<file path="src/rtl/afc_pkg.sv">
package afc_pkg;

  localparam int unsigned MaxFrameBytes = 512;
  localparam int unsigned PosW          = 13;
  localparam int unsigned LenW          = 12;
  localparam int unsigned SumW          = 16;
  localparam int unsigned CfgIdxW       = 2;

  localparam logic [PosW-1:0] PosMax     = '1;
  localparam logic [PosW-1:0] PosLenLast = PosW'(12);
  localparam logic [PosW-1:0] PosInfo    = PosW'(13);
  localparam logic [PosW-1:0] LenFixed   = PosW'(18);

  localparam logic [7:0] StartCharRst  = 8'd126;
  localparam logic [7:0] EndCharRst    = 8'd13;
  localparam logic [7:0] VersionOneRst = 8'd32;
  localparam logic [7:0] VersionTwoRst = 8'd33;

  typedef enum logic [CfgIdxW-1:0] {
    CfgStartChar  = 2'd0,
    CfgEndChar    = 2'd1,
    CfgVersionOne = 2'd2,
    CfgVersionTwo = 2'd3
  } cfg_idx_e;

  typedef enum logic [3:0] {
    ErrNone     = 4'd0,
    ErrStart    = 4'd1,
    ErrVersion  = 4'd2,
    ErrLenSum   = 4'd3,
    ErrChecksum = 4'd4,
    ErrEnd      = 4'd5,
    ErrShort    = 4'd6,
    ErrHex      = 4'd7,
    ErrLong     = 4'd8
  } err_e;

  typedef struct packed {
    logic [7:0] rx_byte;
    logic       last_byte;
  } word_t;

  typedef struct packed {
    logic            frame_ok;
    err_e            error_code;
    logic [LenW-1:0] info_length;
  } result_t;

  typedef struct packed {
    logic [7:0] start_char;
    logic [7:0] end_char;
    logic [7:0] version_one;
    logic [7:0] version_two;
  } cfg_t;

  typedef struct packed {
    logic       bad;
    logic [3:0] nib;
  } hex_t;

  function automatic hex_t hex_decode(input logic [7:0] c);
    hex_t h;
    h.bad = 1'b0;
    h.nib = 4'd0;
    if (c >= 8'h30 && c <= 8'h39) begin
      h.nib = 4'(c - 8'h30);
    end else if (c >= 8'h41 && c <= 8'h46) begin
      h.nib = 4'(c - 8'h37);
    end else if (c >= 8'h61 && c <= 8'h66) begin
      h.nib = 4'(c - 8'h57);
    end else begin
      h.bad = 1'b1;
    end
    return h;
  endfunction

  function automatic err_e note_err(input err_e cur, input logic cond, input err_e code);
    return (cur == ErrNone && cond) ? code : cur;
  endfunction

endpackage

</file>
<file path="src/rtl/afc_in_stage.sv">
module afc_in_stage (
  input  logic          clk_i,
  input  logic          rst_ni,
  input  logic          in_valid_i,
  output logic          in_stall_o,
  input  afc_pkg::word_t in_word_i,
  input  logic          out_busy_i,
  output logic          fire_o,
  output afc_pkg::word_t word_o
);

  logic           s_valid_q, s_valid_d;
  afc_pkg::word_t s_word_q;
  logic           accept;

  // a last word needs a free result register
  assign fire_o     = s_valid_q && !(s_word_q.last_byte && out_busy_i);
  assign in_stall_o = s_valid_q && !fire_o;
  assign accept     = in_valid_i && !in_stall_o;
  assign word_o     = s_word_q;

  always_comb begin
    s_valid_d = s_valid_q;
    if (accept) begin
      s_valid_d = 1'b1;
    end else if (fire_o) begin
      s_valid_d = 1'b0;
    end
  end

  always_ff @(posedge clk_i or negedge rst_ni) begin
    if (!rst_ni) begin
      s_valid_q <= 1'b0;
    end else begin
      s_valid_q <= s_valid_d;
    end
  end

  always_ff @(posedge clk_i) begin
    if (accept) begin
      s_word_q <= in_word_i;
    end
  end

endmodule

</file>
<file path="src/rtl/afc_frame_core.sv">
module afc_frame_core (
  input  logic             clk_i,
  input  logic             rst_ni,
  input  logic             fire_i,
  input  afc_pkg::word_t   word_i,
  input  afc_pkg::cfg_t    cfg_i,
  output afc_pkg::result_t result_o
);

  logic [afc_pkg::PosW-1:0] pos_q, pos_d;
  logic [afc_pkg::SumW-1:0] sum_q, sum_d;
  logic [3:0]               hold_q, hold_d;
  logic [7:0]               lh_q, lh_d;
  logic [7:0]               ll_q, ll_d;
  logic [afc_pkg::SumW-1:0] recv_q, recv_d;
  afc_pkg::err_e            err_q, err_d;
  logic                     end_q, end_d;

  afc_pkg::hex_t            hx;
  logic [7:0]               b;
  logic [7:0]               pair;
  logic [afc_pkg::PosW-1:0] cks;
  logic [afc_pkg::LenW-1:0] len_new;
  logic [3:0]               nsum;
  logic [3:0]               nchk;
  logic [afc_pkg::SumW-1:0] expect_sum;
  afc_pkg::err_e            code;

  always_comb begin
    b          = word_i.rx_byte;
    hx         = afc_pkg::hex_decode(b);
    pair       = {hold_q, hx.nib};
    cks        = afc_pkg::PosW'({lh_q[3:0], ll_q}) + afc_pkg::PosInfo;
    nsum       = lh_q[3:0] + pair[7:4] + pair[3:0];
    nchk       = 4'd0 - nsum;
    expect_sum = '0 - sum_q;

    pos_d  = (pos_q != afc_pkg::PosMax) ? pos_q + afc_pkg::PosW'(1) : pos_q;
    sum_d  = sum_q;
    hold_d = hold_q;
    lh_d   = lh_q;
    ll_d   = ll_q;
    recv_d = recv_q;
    err_d  = err_q;
    end_d  = end_q;

    if (pos_q == '0) begin
      err_d = afc_pkg::note_err(err_d, b != cfg_i.start_char, afc_pkg::ErrStart);
    end else if (pos_q <= afc_pkg::PosLenLast) begin
      sum_d = sum_q + afc_pkg::SumW'(b);
      if (pos_q == afc_pkg::PosW'(1) || pos_q == afc_pkg::PosW'(9)
          || pos_q == afc_pkg::PosW'(11)) begin
        hold_d = hx.nib;
        err_d  = afc_pkg::note_err(err_d, hx.bad, afc_pkg::ErrHex);
      end else if (pos_q == afc_pkg::PosW'(2)) begin
        err_d = afc_pkg::note_err(err_d, hx.bad, afc_pkg::ErrHex);
        err_d = afc_pkg::note_err(err_d,
                  pair != cfg_i.version_one && pair != cfg_i.version_two,
                  afc_pkg::ErrVersion);
      end else if (pos_q == afc_pkg::PosW'(10)) begin
        lh_d  = pair;
        err_d = afc_pkg::note_err(err_d, hx.bad, afc_pkg::ErrHex);
      end else if (pos_q == afc_pkg::PosLenLast) begin
        ll_d  = pair;
        err_d = afc_pkg::note_err(err_d, hx.bad, afc_pkg::ErrHex);
        err_d = afc_pkg::note_err(err_d, lh_q[7:4] != nchk, afc_pkg::ErrLenSum);
        err_d = afc_pkg::note_err(err_d,
                  afc_pkg::PosW'({lh_q[3:0], pair}) + afc_pkg::LenFixed
                  > afc_pkg::PosW'(afc_pkg::MaxFrameBytes),
                  afc_pkg::ErrLong);
      end
    end else if (pos_q < cks) begin
      sum_d = sum_q + afc_pkg::SumW'(b);
    end else if (pos_q < cks + afc_pkg::PosW'(4)) begin
      recv_d = {recv_q[afc_pkg::SumW-5:0], hx.nib};
      err_d  = afc_pkg::note_err(err_d, hx.bad, afc_pkg::ErrHex);
      if (pos_q == cks + afc_pkg::PosW'(3)) begin
        err_d = afc_pkg::note_err(err_d, expect_sum != recv_d, afc_pkg::ErrChecksum);
      end
    end else if (pos_q == cks + afc_pkg::PosW'(4)) begin
      err_d = afc_pkg::note_err(err_d, b != cfg_i.end_char, afc_pkg::ErrEnd);
      end_d = 1'b1;
    end

    len_new = {lh_d[3:0], ll_d};
    code    = (err_d == afc_pkg::ErrNone && !end_d) ? afc_pkg::ErrShort : err_d;
    result_o.frame_ok    = (code == afc_pkg::ErrNone);
    result_o.error_code  = code;
    result_o.info_length = (pos_d >= afc_pkg::PosInfo) ? len_new : '0;

    if (word_i.last_byte) begin
      pos_d  = '0;
      sum_d  = '0;
      hold_d = '0;
      lh_d   = '0;
      ll_d   = '0;
      recv_d = '0;
      err_d  = afc_pkg::ErrNone;
      end_d  = 1'b0;
    end
  end

  always_ff @(posedge clk_i or negedge rst_ni) begin
    if (!rst_ni) begin
      pos_q  <= '0;
      sum_q  <= '0;
      hold_q <= '0;
      lh_q   <= '0;
      ll_q   <= '0;
      recv_q <= '0;
      err_q  <= afc_pkg::ErrNone;
      end_q  <= 1'b0;
    end else if (fire_i) begin
      pos_q  <= pos_d;
      sum_q  <= sum_d;
      hold_q <= hold_d;
      lh_q   <= lh_d;
      ll_q   <= ll_d;
      recv_q <= recv_d;
      err_q  <= err_d;
      end_q  <= end_d;
    end
  end

endmodule

</file>
<file path="src/rtl/afc_out_stage.sv">
module afc_out_stage (
  input  logic             clk_i,
  input  logic             rst_ni,
  input  logic             load_i,
  input  afc_pkg::result_t result_i,
  output logic             busy_o,
  output logic             out_valid_o,
  input  logic             out_stall_i,
  output afc_pkg::result_t result_o
);

  logic             valid_q, valid_d;
  afc_pkg::result_t result_q;

  assign busy_o      = valid_q && out_stall_i;
  assign out_valid_o = valid_q;
  assign result_o    = result_q;

  always_comb begin
    valid_d = valid_q;
    if (load_i) begin
      valid_d = 1'b1;
    end else if (!out_stall_i) begin
      valid_d = 1'b0;
    end
  end

  always_ff @(posedge clk_i or negedge rst_ni) begin
    if (!rst_ni) begin
      valid_q <= 1'b0;
    end else begin
      valid_q <= valid_d;
    end
  end

  always_ff @(posedge clk_i) begin
    if (load_i) begin
      result_q <= result_i;
    end
  end

endmodule

</file>
<file path="src/rtl/ascii_hex_frame_checker_unit.sv">
// A last word is registered in the input stage, and its verdict in the result register.
// Throughput: one word per cycle when not stalled; core frame state updates once per word.
// A new word is taken while a verdict waits; only a last word waits for the result register.
// Reset (async, active low) clears the frame state and restores the default characters
// and versions; no clearing pass, the block accepts words right after reset.
module ascii_hex_frame_checker_unit (
  input  logic                         clk_i,
  input  logic                         rst_ni,
  input  logic                         in_valid_i,
  output logic                         in_stall_o,
  input  logic [7:0]                   rx_byte_i,
  input  logic                         last_byte_i,
  output logic                         out_valid_o,
  input  logic                         out_stall_i,
  output logic                         frame_ok_o,
  output logic [3:0]                   error_code_o,
  output logic [afc_pkg::LenW-1:0]     info_length_o,
  input  logic                         cfg_valid_i,
  output logic                         cfg_ready_o,
  input  logic [afc_pkg::CfgIdxW-1:0]  cfg_index_i,
  input  logic [7:0]                   cfg_data_i
);

  afc_pkg::cfg_t    cfg_q;
  afc_pkg::word_t   in_word;
  afc_pkg::word_t   core_word;
  afc_pkg::result_t core_result;
  afc_pkg::result_t out_result;
  logic             fire;
  logic             out_busy;

  assign cfg_ready_o = 1'b1;

  always_ff @(posedge clk_i or negedge rst_ni) begin
    if (!rst_ni) begin
      cfg_q.start_char  <= afc_pkg::StartCharRst;
      cfg_q.end_char    <= afc_pkg::EndCharRst;
      cfg_q.version_one <= afc_pkg::VersionOneRst;
      cfg_q.version_two <= afc_pkg::VersionTwoRst;
    end else if (cfg_valid_i && cfg_ready_o) begin
      unique case (afc_pkg::cfg_idx_e'(cfg_index_i))
        afc_pkg::CfgStartChar:  cfg_q.start_char  <= cfg_data_i;
        afc_pkg::CfgEndChar:    cfg_q.end_char    <= cfg_data_i;
        afc_pkg::CfgVersionOne: cfg_q.version_one <= cfg_data_i;
        afc_pkg::CfgVersionTwo: cfg_q.version_two <= cfg_data_i;
        default: ;
      endcase
    end
  end

  assign in_word.rx_byte   = rx_byte_i;
  assign in_word.last_byte = last_byte_i;

  afc_in_stage u_in (
    .clk_i      (clk_i),
    .rst_ni     (rst_ni),
    .in_valid_i (in_valid_i),
    .in_stall_o (in_stall_o),
    .in_word_i  (in_word),
    .out_busy_i (out_busy),
    .fire_o     (fire),
    .word_o     (core_word)
  );

  afc_frame_core u_core (
    .clk_i    (clk_i),
    .rst_ni   (rst_ni),
    .fire_i   (fire),
    .word_i   (core_word),
    .cfg_i    (cfg_q),
    .result_o (core_result)
  );

  afc_out_stage u_out (
    .clk_i       (clk_i),
    .rst_ni      (rst_ni),
    .load_i      (fire && core_word.last_byte),
    .result_i    (core_result),
    .busy_o      (out_busy),
    .out_valid_o (out_valid_o),
    .out_stall_i (out_stall_i),
    .result_o    (out_result)
  );

  assign frame_ok_o    = out_result.frame_ok;
  assign error_code_o  = out_result.error_code;
  assign info_length_o = out_result.info_length;

endmodule

</file>
<file path="config.mk">
export PLATFORM = sky130hd
export DESIGN_NAME = ascii_hex_frame_checker_unit
export DESIGN_NICKNAME = d
export VERILOG_FILES = /design/src/rtl/afc_pkg.sv /design/src/rtl/afc_in_stage.sv /design/src/rtl/afc_frame_core.sv /design/src/rtl/afc_out_stage.sv /design/src/rtl/ascii_hex_frame_checker_unit.sv
export SDC_FILE = /design/constraint.sdc
export NUM_CORES = 1
export LEC_CHECK = 0
export BUFFER_PORTS_ARGS = -buffer_cell sky130_fd_sc_hd__buf_2
export CAP_MARGIN = 15
export CELL_PAD_IN_SITES_DETAIL_PLACEMENT = 1
export CELL_PAD_IN_SITES_GLOBAL_PLACEMENT = 2
export CORE_AREA = 5 5 182 184
export CTS_CLUSTER_DIAMETER = 100
export CTS_CLUSTER_SIZE = 12
export DETAILED_ROUTE_END_ITERATION = 10
export DIE_AREA = 0 0 187 189
export GPL_ROUTABILITY_DRIVEN = 0
export PLACE_DENSITY = 0.64
export SLEW_MARGIN = 20
export SYNTH_ARGS = -nofsm -noshare
export SYNTH_HDL_FRONTEND = slang
export SYNTH_HIERARCHICAL = 1
export SYNTH_SLANG_ARGS = --single-unit
</file>
<file path="constraint.sdc">
create_clock -name clk_i -period 6.7 [get_ports clk_i]
set_clock_uncertainty 0.15 [all_clocks]
set_input_delay 2.01 -clock clk_i [delete_from_list [all_inputs] [get_ports clk_i]]
set_output_delay 2.01 -clock clk_i [all_outputs]
set_load 0.02 [all_outputs]
</file>
Yosys cells after proc, flatten, opt, wreduce, memory -nomap -nowiden
Index checks and enable logic that the tools add are counted.
{"block": "classes", "n_addsub": 13, "magnitude_cmp": 11, "mux": 63, "reduce_logical": 45, "eq_ne": 24}
{"cell": "$mux W4", "count": 26}
{"cell": "$mux W8", "count": 13}
{"cell": "$mux W16", "count": 4}
{"cell": "$mux W12", "count": 5}
{"cell": "$eq A13 B4 Y1 const B", "count": 4}
{"cell": "$ne A8 B8 Y1", "count": 4}
{"cell": "$eq A13 B13 Y1", "count": 2}
{"cell": "$lt A13 B13 Y1", "count": 2}
{"cell": "$mux W13", "count": 2}
{"cell": "$logic_not A4 Y1", "count": 5}
{"cell": "$logic_and A1 B1 Y1", "count": 18}
{"cell": "$add A16 B8 Y16", "count": 1}
{"cell": "$ge A8 B7 Y1 const B", "count": 2}
{"cell": "$le A8 B7 Y1 const B", "count": 2}
{"cell": "$ne A16 B16 Y1", "count": 1}
{"cell": "$sub A1 B16 Y16 const A", "count": 1}
{"cell": "$add A12 B4 Y13 const B", "count": 1}
{"cell": "$add A12 B5 Y13 const B", "count": 1}
{"cell": "$add A13 B1 Y13 const B", "count": 1}
{"cell": "$add A13 B2 Y13 const B", "count": 1}
{"cell": "$add A13 B3 Y13 const B", "count": 1}
{"cell": "$eq A13 B1 Y1 const B", "count": 1}
{"cell": "$eq A13 B2 Y1 const B", "count": 1}
{"cell": "$ge A13 B4 Y1 const B", "count": 1}
{"cell": "26 further kinds", "count": 56}
{"block": "totals", "word_cells": 176, "regBits": 126, "out_inout_bits": 20, "input_bits": 24}

Depth between registers and ports, before layout
{"block": "depth", "word_depth": 23, "ltp_mapped": 22, "depth_no_buf": 21}

Hierarchy
The synthesis kept the hierarchy.
{"module": "afc_frame_core", "seq_area_each_um2": 1651.6, "area_per_inst_um2": 7086.8, "n_inst": 1, "cells_each": 889}
{"module": "ascii_hex_frame_checker_unit", "seq_area_each_um2": 815.8, "area_per_inst_um2": 1244.9, "n_inst": 1, "cells_each": 71}
{"module": "afc_out_stage", "seq_area_each_um2": 535.5, "area_per_inst_um2": 549.3, "n_inst": 1, "cells_each": 20}
{"module": "afc_in_stage", "seq_area_each_um2": 295.3, "area_per_inst_um2": 329.1, "n_inst": 1, "cells_each": 15}

Least setup slack after synthesis
Ideal clock, no wire load.
{"block": "synth_timing", "path_type": "register to register", "from": "register u_in.s_word_q, in the netlist u_in/word_o[2]", "to": "register u_out.result_q, in the netlist u_out/result_o[13] (data pin)", "path_slack_ns": 1.779, "arrival_ns": 4.592, "stages_incl_launch_ff": 23, "required_ns": 6.370, "synth_period_minus_slack_ns": 4.921, "n_path_buf": 1, "setup_time_ns": 0.180, "cell_sequence": "edfxtp_1 buf_6 inv_1 ha_1 or3b_4 and3_4 a22oi_4 inv_4 ha_1 inv_1 fa_1 ha_1 inv_1 fa_1 xnor2_1 xnor2_1 xnor2_1 xnor2_1 nor3_1 a31o_2 a22o_1 inv_1 o41ai_2"}
{"element": "start, declared", "line_no": "afc_in_stage.sv:13", "rtl": "afc_pkg::word_t s_word_q;"}
{"element": "start signal, assigned", "line_no": "afc_in_stage.sv:41", "rtl": "s_word_q <= in_word_i;"}
{"element": "end signal, assigned", "line_no": "afc_out_stage.sv:38", "rtl": "result_q <= result_i;"}
{"element": "end, declared", "line_no": "afc_out_stage.sv:13", "rtl": "afc_pkg::result_t result_q;"}

==> reports/qor.log <==
[status] run status finished, final reports clean
[floorplanning] Vert. Die Dim 189 um
[clock_network] number of buffers inserted by post-CTS setup repair 0
[placement] number of port buffers 42
[power] Leak Pwr 4.167 nW
[yosys] Synth Area per Inst 9.256 um^2
[cells_and_area] number of diodes added for antenna fixing 0
[worst_hold_path] worst hold path type reg2reg
[yosys] count of flip-flops with a built-in enable after synthesis 26
[timing] highest clock rate 174.9 MHz
[routing] remaining number of nets flagged by the antenna check after routing 0
[routing] drt first-iter violations 304
[clock_network] number of resized instances in the post-cts repair step 0
[clock_network] clock buffers created by TritonCTS 17
[critical_path] FF-to-FF path depth 21
[routing] DRT Wirelength 28.52 mm
[global_routing] global route overflow 0
[critical_path] capturing element type of the critical path flip-flop
[yosys] main combinational cell family by area after synthesis compound AO/OA/AOI/OAI gates
[timing] unrepaired setup endpoints after global routing no
[timing] slew at the pin closest to its max-slew limit 0.8134 ns
[floorplanning] Die Area 35340 um^2
[cells_and_area] area grow syn2layout 12.81%
[timing] hold slack 0.3468 ns
[yosys] most used standard cells in the synthesized netlist dfrtp_1 (88), xnor2_1 (88), nand2_1 (77), inv_1 (60), a21oi_1 (53)
[routing] per-cell via count in the routed design 5.291
[timing] Final Hold Fails 0
[yosys] largest cells by area after synthesis dfrtp_1 (24%), edfxtp_1 (8.5%), xnor2_1 (8.4%)
[yosys] number of unique standard cell types used by synthesis 91
[power] fraction of power consumed by the clock network 25.8%
[job] number of max-capacitance violations reported 0
[clock_network] CTS H-tree lvls 4
[worst_hold_path] worst hold stages 1
[yosys] area fraction in compound gates after synthesis 18.27%
[floorplanning] core region area 31230 um^2
[routing] count of vias placed by the detailed router 7524
[cells_and_area] total number of nets in the final design 1084
[power] total internal power 2.271 mW
[critical_path] type of element launching the critical path flip-flop
[power] proportion of power drawn by flip-flops and latches 30.6%
[yosys] cell taking the most area after synthesis dfrtp_1
[clock_network] maximum buffer depth of the clock tree 2
[yosys] Post-Synth XOR/XNOR Area 11.22%
[yosys] simple logic cell fraction of the synthesized area 17.42%
[yosys] post-synthesis adder-cell area fraction 7.744%
[clock_network] Post-CTS Hold Buffers 0
[yosys] flip-flop and latch count after synthesis 126
[cells_and_area] fraction of final layout cells with drive strength greater than 1 15.39%
[floorplanning] row count 65
[clock_network] TritonCTS clock tree yes
[timing] setup total negative slack 0 ns
[global_routing] antenna violations before repair 0
[timing] setup violators final 0
[global_routing] global-route total usage across every layer 16.56%
[yosys] flip-flop cell with the highest count after synthesis dfrtp_1
[critical_path] arrival time reported for the critical path endpoint 5.73 ns
[floorplanning] Starting Density 29.49%
[floorplanning] die width 187 um
[critical_path] highest fanout seen on the critical path 10
[routing] number of optimization iterations in the first detailed-route pass 5
[floorplanning] I/O pin count 44
[power] net load switching power 1.573 mW
[timing] Slew HR 45.01%
[yosys] number of nets produced by synthesis 1072
[routing] residual DRC count 0
[routing] average detailed-routed wire length per instance 20.06 um
[global_routing] wire length of the first global-routing pass 46.51 mm
[critical_path] Worst Path Required 6.71 ns
[clock_network] clk sink count 126
[clock_network] post-CTS clock slew at the launch and capture registers of the worst setup and hold paths 0.06 ns
[power] total power density per cell area 370.0 nW/um^2
[critical_path] critical path type reg2reg
[yosys] post-synthesis instance area 9210 um^2
[timing] crit share post-route 85.32%
[power] combinational share of power 43.6%
[clock_network] Clock Latency Late Sink 0.43 ns
[yosys] multiplexer share of the synthesized area 4.239%
[yosys] fraction of synthesis flops using an asynchronous set or reset pin 79.37%
[placement] hpwl dp 21.33 mm
[timing] Final Slew Violations 0
[clock_network] cell at the root of the clock tree clkbuf_16
[global_routing] maximum number of pins on one net before global-route repair 57
[yosys] Syn Inst Count 995
[yosys] Ys Warns 6
[yosys] post-synthesis sequential area ratio 35.81%
[power] peak supply drop 128.0 uV
[yosys] fraction of synthesized cell area taken by the top area cell type 23.91%
[timing] clock period minus final worst setup slack 5.717 ns
[global_routing] via count of the first global-routing pass 8053
[power] Net Sw Frac 40.93%
==> cell type report <==
| type | instances | area (um^2) |
|---|---|---|
| clock buffers | 21 | 460.4 |
| clock inverters | 11 | 153.9 |
| fillers | 3628 | 20840 |
| inverters | 62 | 235.2 |
| multi-input cells | 748 | 5451 |
| flip-flops and latches | 126 | 3298 |
| well taps | 402 | 503.0 |
| repair buffers | 52 | 287.8 |
==> registers in the layout, indices dropped and copies added, names as in the netlist <==
| signal | cells |
|---|---|
| u_core/recv_q | 12 |
| u_core/hold_q | 4 |
| u_core/lh_q | 8 |
| u_out/result_o | 17 |
| u_out/out_valid_o | 1 |
| u_in/word_o | 9 |
| u_core/pos_q | 13 |
| u_core/end_q | 1 |
| cfg_q | 32 |
| u_in/s_valid_q | 1 |
| u_core/err_q | 4 |
| u_core/sum_q | 16 |
| u_core/ll_q | 8 |
==> layer usage <==
layer	vias to the layer above	global-route usage, %	wire length [um]
met1	3798	22.19	13600
met3	20	2.360	629
met2	80	28.10	13890
li1	3626	-	-
met4	0	4.608	404
met5	-	0	0
==> kinds of logic (layout without fill, tap and decap cells) <==
logic type,Yosys count,in the layout
multiplexers,35,35
flip-flops,126,126
adder cells (fa/ha/maj),55,55
other,1,1
buffers and inverters,121,146
AND/OR/NAND/NOR,297,297
XOR/XNOR,114,114
AO/OA/AOI/OAI,246,246
==> critical path, stage by stage, from the launching register on <==
cell and delay, ns:
edfxtp_1 0.66, inv_1 0.13, ha_1 0.24, or3b_4 0.40, and3_4 0.22, a22oi_4 0.30
inv_4 0.12, ha_1 0.29, inv_1 0.05, fa_1 0.50, ha_1 0.14, inv_1 0.04
fa_1 0.36, xnor2_1 0.21, xnor2_1 0.16, xnor2_1 0.16, xnor2_1 0.14, nor3_1 0.11
o311ai_0 0.50, o211ai_1 0.28, nand3_1 0.19, o21ai_0 0.10
==> through the flow <==
stage	worst slack [ns]	total power, mW	instance area [um^2]	utilization [%]	instances
6_report	0.9832	3.844	10390	33.27	1422
5_1_grt	0.5739	4.158	10390	33.27	1422
4_1_cts	0.8368	3.898	10390	33.25	1422
3_5_place_dp	0.8440	2.881	9771	31.29	1390
3_3_place_gp	1.033	2.866	9769	31.28	1390
2_1_floorplan	1.779	2.393	9210	-	995
==> power by group through the flow <==
stage | sequential [mW] | clock, mW | combinational, mW
2_1_floorplan | 1.08 | 0 | 1.32
3_3_place_gp | 1.19 | 0 | 1.68
3_5_place_dp | 1.19 | 0 | 1.69
4_1_cts | 1.18 | 1.02 | 1.70
5_1_grt | 1.21 | 1.06 | 1.89
6_report | 1.18 | 0.991 | 1.68
==> layout by cell type, fill, tap and decap left out, types with 17 or more instances in the layout <==
cell,synthesis,final
o21ai_0,38,37
nor2_1,48,48
dfrtp_1,88,88
nand2_1,77,77
ha_1,49,49
xor2_1,23,23
mux2_2,32,32
nor3_1,25,24
buf_2,6,41
xnor2_1,88,88
a21oi_1,53,53
o22ai_1,25,25
edfxtp_1,26,26
inv_1,60,60
clkbuf_16,0,17
nand3_1,28,28
==> final timing paths <==
| kind | startpoint | endpoint | slack (ns) |
|---|---|---|---|
| min reg2reg | u_out/out_valid_o | u_out/out_valid_o | 0.35 |
| max | u_in/word_o[2] | u_out/result_o[14] | 0.98 |
| min in group asynchronous | rst_ni | u_core/pos_q[7] | 1.50 |
| min | u_out/out_valid_o | u_out/out_valid_o | 0.35 |
| max in group asynchronous | rst_ni | u_core/ll_q[3] | 3.73 |
| max reg2reg | u_in/word_o[2] | u_out/result_o[14] | 0.98 |
Power figures use the tool's default switching activity.
